File: config.mk
export PLATFORM = sky130hd
export DESIGN_NAME = pidc_cfg
export DESIGN_NICKNAME = d
export VERILOG_FILES = /design/src/rtl/core/pidc_pkg.sv /design/src/rtl/core/pidc_cfg.sv
export SDC_FILE = /design/constraint.sdc
export NUM_CORES = 1
export LEC_CHECK = 0
export BUFFER_PORTS_ARGS = -buffer_cell sky130_fd_sc_hd__buf_4
export CAP_MARGIN = 20
export CORE_ASPECT_RATIO = 1.4
export CORE_MARGIN = 8
export CORE_UTILIZATION = 54
export DETAILED_ROUTE_END_ITERATION = 10
export GPL_ROUTABILITY_DRIVEN = 0
export PLACE_DENSITY = 0.85
export SLEW_MARGIN = 20
export SYNTH_ARGS = -nofsm -noshare
export SYNTH_HDL_FRONTEND = slang
export SYNTH_SLANG_ARGS = --single-unit
File: constraint.sdc
create_clock -name clk -period 2.05 [get_ports clk]
set_input_delay 0.1025 -clock clk [delete_from_list [all_inputs] [get_ports clk]]
set_output_delay 0.1025 -clock clk [all_outputs]
set_load 0.1 [all_outputs]
File: src/rtl/core/pidc_pkg.sv
package pidc_pkg;

	localparam int SAMPLE_W   = 16;
	localparam int GAIN_W     = 32;
	localparam int ERR_W      = SAMPLE_W + 1;
	localparam int DERR_W     = ERR_W + 1;
	localparam int PROD_E_W   = GAIN_W + ERR_W;
	localparam int PROD_D_W   = GAIN_W + DERR_W;
	localparam int INTEG_W    = 48;
	localparam int RAW_W      = 53;
	localparam int FRAC_W     = 16;
	localparam int CFG_IDX_W  = 3;
	localparam int CFG_DATA_W = 32;

	typedef enum logic [CFG_IDX_W-1:0] {
		REG_PROP_GAIN       = 3'd0,
		REG_INTEGRAL_GAIN   = 3'd1,
		REG_DERIVATIVE_GAIN = 3'd2,
		REG_OUT_UPPER       = 3'd3,
		REG_OUT_LOWER       = 3'd4
	} reg_idx_t;

	typedef enum logic [1:0] {
		CLAMP_NONE  = 2'd0,
		CLAMP_UPPER = 2'd1,
		CLAMP_LOWER = 2'd2
	} clamp_t;

	localparam logic CMD_UPDATE = 1'b0;
	localparam logic CMD_CLEAR  = 1'b1;

	typedef struct packed {
		logic signed [GAIN_W-1:0]   prop_gain;
		logic signed [GAIN_W-1:0]   integral_gain;
		logic signed [GAIN_W-1:0]   derivative_gain;
		logic signed [SAMPLE_W-1:0] out_upper;
		logic signed [SAMPLE_W-1:0] out_lower;
	} cfg_t;

	typedef struct packed {
		logic signed [SAMPLE_W-1:0] drive;
		clamp_t                     clamp;
		logic signed [INTEG_W-1:0]  integ_next;
		logic signed [ERR_W-1:0]    err_next;
	} core_res_t;

endpackage

File: src/rtl/core/pidc_cfg.sv
module pidc_cfg import pidc_pkg::*; (
	input  logic                  clk,
	input  logic                  arst_n,
	input  logic                  wen,
	input  logic [CFG_IDX_W-1:0]  index,
	input  logic [CFG_DATA_W-1:0] data,
	output cfg_t                  cfg
);

	cfg_t cfg_q;

	always_ff @(posedge clk or negedge arst_n) begin
		if (!arst_n) begin
			cfg_q.prop_gain       <= '0;
			cfg_q.integral_gain   <= '0;
			cfg_q.derivative_gain <= '0;
			cfg_q.out_upper       <= 16'sh7FFF;
			cfg_q.out_lower       <= 16'sh8000;
		end else if (wen) begin
			case (index)
				REG_PROP_GAIN:       cfg_q.prop_gain       <= data;
				REG_INTEGRAL_GAIN:   cfg_q.integral_gain   <= data;
				REG_DERIVATIVE_GAIN: cfg_q.derivative_gain <= data;
				REG_OUT_UPPER:       cfg_q.out_upper       <= data[SAMPLE_W-1:0];
				REG_OUT_LOWER:       cfg_q.out_lower       <= data[SAMPLE_W-1:0];
				default: begin
				end
			endcase
		end
	end

	assign cfg = cfg_q;

endmodule

Yosys cells after proc, flatten, opt, wreduce, memory -nomap -nowiden. Cells that the tools add are included.

Register bits: 128.

Reductions and logical operators: 6. Equality and inequality tests: 4.

Operators by type and width (count): $reduce_and 2->1 (5); $eq 3x2->1 const B (2); $eq 3x1->1 const B (1); $eq 3x3->1 const B (1); $logic_not 3->1 (1).

Logic depth before layout (Yosys ltp).
Depth after elaboration: 2. Gate-level depth with buffers: 4.

Worst setup path before layout. No wires, ideal clock.

Kind: register to register. Start point: register, netlist name cfg[11]. End point: register cfg_q (netlist bit cfg[11]). Cell stages (with the launch flop): 2. Arrival: 1.152 ns. Path slack: 0.770 ns. Setup time: 0.128 ns. Cells stage by stage: dfrtp_1 > mux2_1.

RTL lines: end, declared (line pidc_cfg.sv:10) `cfg_t cfg_q;`.

Worst setup path in the final report.
Start point: register cfg_q (netlist bit cfg[24]). End point: output cfg[24] (netlist bit).

RTL lines: end, declared (line pidc_cfg.sv:7) `output cfg_t cfg`.

No word-level cell between the ends.

==> impl_metrics.tcl <==
set metrics [dict create \
    core-area_sq_mm 0.008926 \
    crit_cells 1 \
    ios 166 \
    cpPeakStageDelay_ps 550 \
    antenna_found_initial 0 \
    synthToLayoutAreaGrowth_pct 47.33 \
    cts_max_level 4 \
    relSlewSlack 0.6132 \
    ys_ff_latch 128 \
    dr.pass1.iters 4 \
    io_buffers 165 \
    layout_commonest_cell "buf_4" \
    worstMarginPinSlew_ps 578.0 \
    grt_pass1_vias 3690 \
    start_util 0.5493 \
    setup-violations-final 0 \
    avgSynthCellArea_sq_um 17.83 \
    status "finished clean" \
    clkSlewWorstSetupHoldPaths_ps 50 \
    track_usage 0.2242 \
    drv_cap 0 \
    grt_pass1_wl_mm 20.69 \
    ir_drop_mv 1.299 \
    drive_above_1_share 0.5663 \
    cts_tree "built" \
    drv_slew 0 \
    switchingPower_mw 6.142 \
    hold_viol 0 \
    rsz0062_at_grt "no" \
    postCtsSetupBuffers 0 \
    wl_per_cell_microns 21.68 \
    wl_mm 13.12 \
    criticalPathCategory "reg -> out" \
    largest_reg_flops 128 \
    netlist_instances 275 \
    worstPathCellList "buf_4" \
    die_w_microns 96.54 \
    diodes 0 \
    grt_max_degree 52 \
    post_drt_via_cell_ratio 5.311 \
    dieArea_sq_mm 0.01243 \
    yosysWarnings 0 \
    hold_path.class "in -> async" \
    drt_iter0_drc 75 \
    root_buffer "clkbuf_16" \
    final_nets 523 \
    insertion_delay_ps 400 \
    rows 41 \
    synth_cell_type_count 10 \
    critPathBufInv 1 \
    cts_buffers 17 \
    r2r_cells 1 \
    fmax_mhz 742.7 \
    num_vias 3213 \
    grt_overflow 0 \
    power.internal_mw 6.370 \
    cp.arrival_ps 1240 \
    cp.required_ps 1950 \
    share_seq_of_total_power 0.278 \
    synth_area_sq_mm 0.004903 \
    fin_crit_ps 1346 \
    finalCritPeriodShare 0.6568 \
    fin_skew_ps 0 \
    crit_path_end_kind "output pin" \
    crit_slowest_cell "dfstp_2" \
    critPathTopFamily "flip-flops" \
    final_cell_mix "buf_4, dfrtp_1, mux2_1" \
    die_h_microns 128.8 \
    switching_share 0.4909 \
    comb_power_share 0.478 \
    leakage_nw 3.413 \
    synthesis.nets 313 \
    path_max_fanout 2 \
    ys_seq_area_frac 0.6573 \
    place_hpwl_mm 8.422 \
    tns_ps 0 \
    startpoint_type "flip-flop" \
    cts.path.max_buffers 2 \
    power.density_mw_per_mm2 1732 \
    cts_sinks 128 \
    fin_util 0.8094 \
    clockPowerShare 0.244 \
    drc_errors 0 \
    antenna_left 0 \
]
## routing by layer
layer  GRT usage  share of wire  vias to the layer above
met4     0.09392          0.023                        0
met3     0.08566          0.075                       26
li1            -              -                     1401
met5           0              0                        -
met1      0.2413           0.35                     1656
met2      0.3798           0.55                      130
## stage by stage
stage          std cells  cell area [sq um]  hold WS [ps]  power [mW]  worst slack (ps)
2_1_floorplan        275               4903        -193.1       8.079             770.0
3_3_place_gp         540               6291         67.33       9.352             638.0
3_5_place_dp         540               6291         67.26       9.435             612.9
4_1_cts              605               7224         180.4       12.57             685.7
5_1_grt              605               7224         207.8       12.88             677.1
6_report             605               7224         184.3       12.51             703.6
## cells by family after synthesis
logic type | after synthesis | share of synthesized area
buffers and inverters | 14 | 0.02705
and+or+nand+nor | 5 | 0.01403
DFF | 128 | 0.6573
muxes | 128 | 0.3016
## synthesized netlist by cell type
master | instances | area [sq um]
dfrtp_1 | 112 | 2803
mux2_1 | 65 | 732.0
mux2_2 | 53 | 596.8
dfstp_2 | 16 | 420.4
buf_6 | 10 | 112.6
mux2_4 | 10 | 150.1
buf_2 | 4 | 20.02
nor4bb_1 | 3 | 30.03
nand4b_2 | 1 | 15.01
nor4b_4 | 1 | 23.77
## worst paths after layout
| kind | startpoint | to | slack (ps) |
|---|---|---|---|
| max in group asynchronous | arst_n | cfg[22]$_DFFE_PN1P_ | 1200 |
| hold reg to reg | cfg[91]$_DFFE_PN0P_ | cfg[91]$_DFFE_PN0P_ | 480 |
| min in group clk | index[2] | cfg[61]$_DFFE_PN0P_ | 340 |
| setup reg to reg | cfg[71]$_DFFE_PN0P_ | cfg[71]$_DFFE_PN0P_ | 1210 |
| setup / recovery | cfg[24]$_DFFE_PN1P_ | cfg[24] | 700 |
| hold / removal | arst_n | cfg[95]$_DFFE_PN0P_ | 180 |
## power by group through the flow
stage | Sequential, mW | Combinational, mW | Clock (mW)
CTS | 3.46 | 6.02 | 3.09
floorplan | 7.58 | 0.503 | 0
global placement | 3.46 | 5.89 | 0
global route | 3.54 | 6.12 | 3.22
detailed placement | 3.48 | 5.95 | 0
finish | 3.48 | 5.99 | 3.05
## area by class of cell
class / instances / area [sq um]
flip-flops and latches: 128 / 3223
clock inverters: 5 / 100.1
well taps: 107 / 133.9
repair buffers: 205 / 1672
multi-input cells: 133 / 1593
clock buffers: 27 / 503.0
fillers: 501 / 1702
## what timing repair did
action	4_1_cts	5_1_grt
endpoints found under the hold margin	156	0
endpoints found under the setup margin	0	0
hold buffers	33	0
resized for setup	0	0
(Power assumes the default switching activity.)
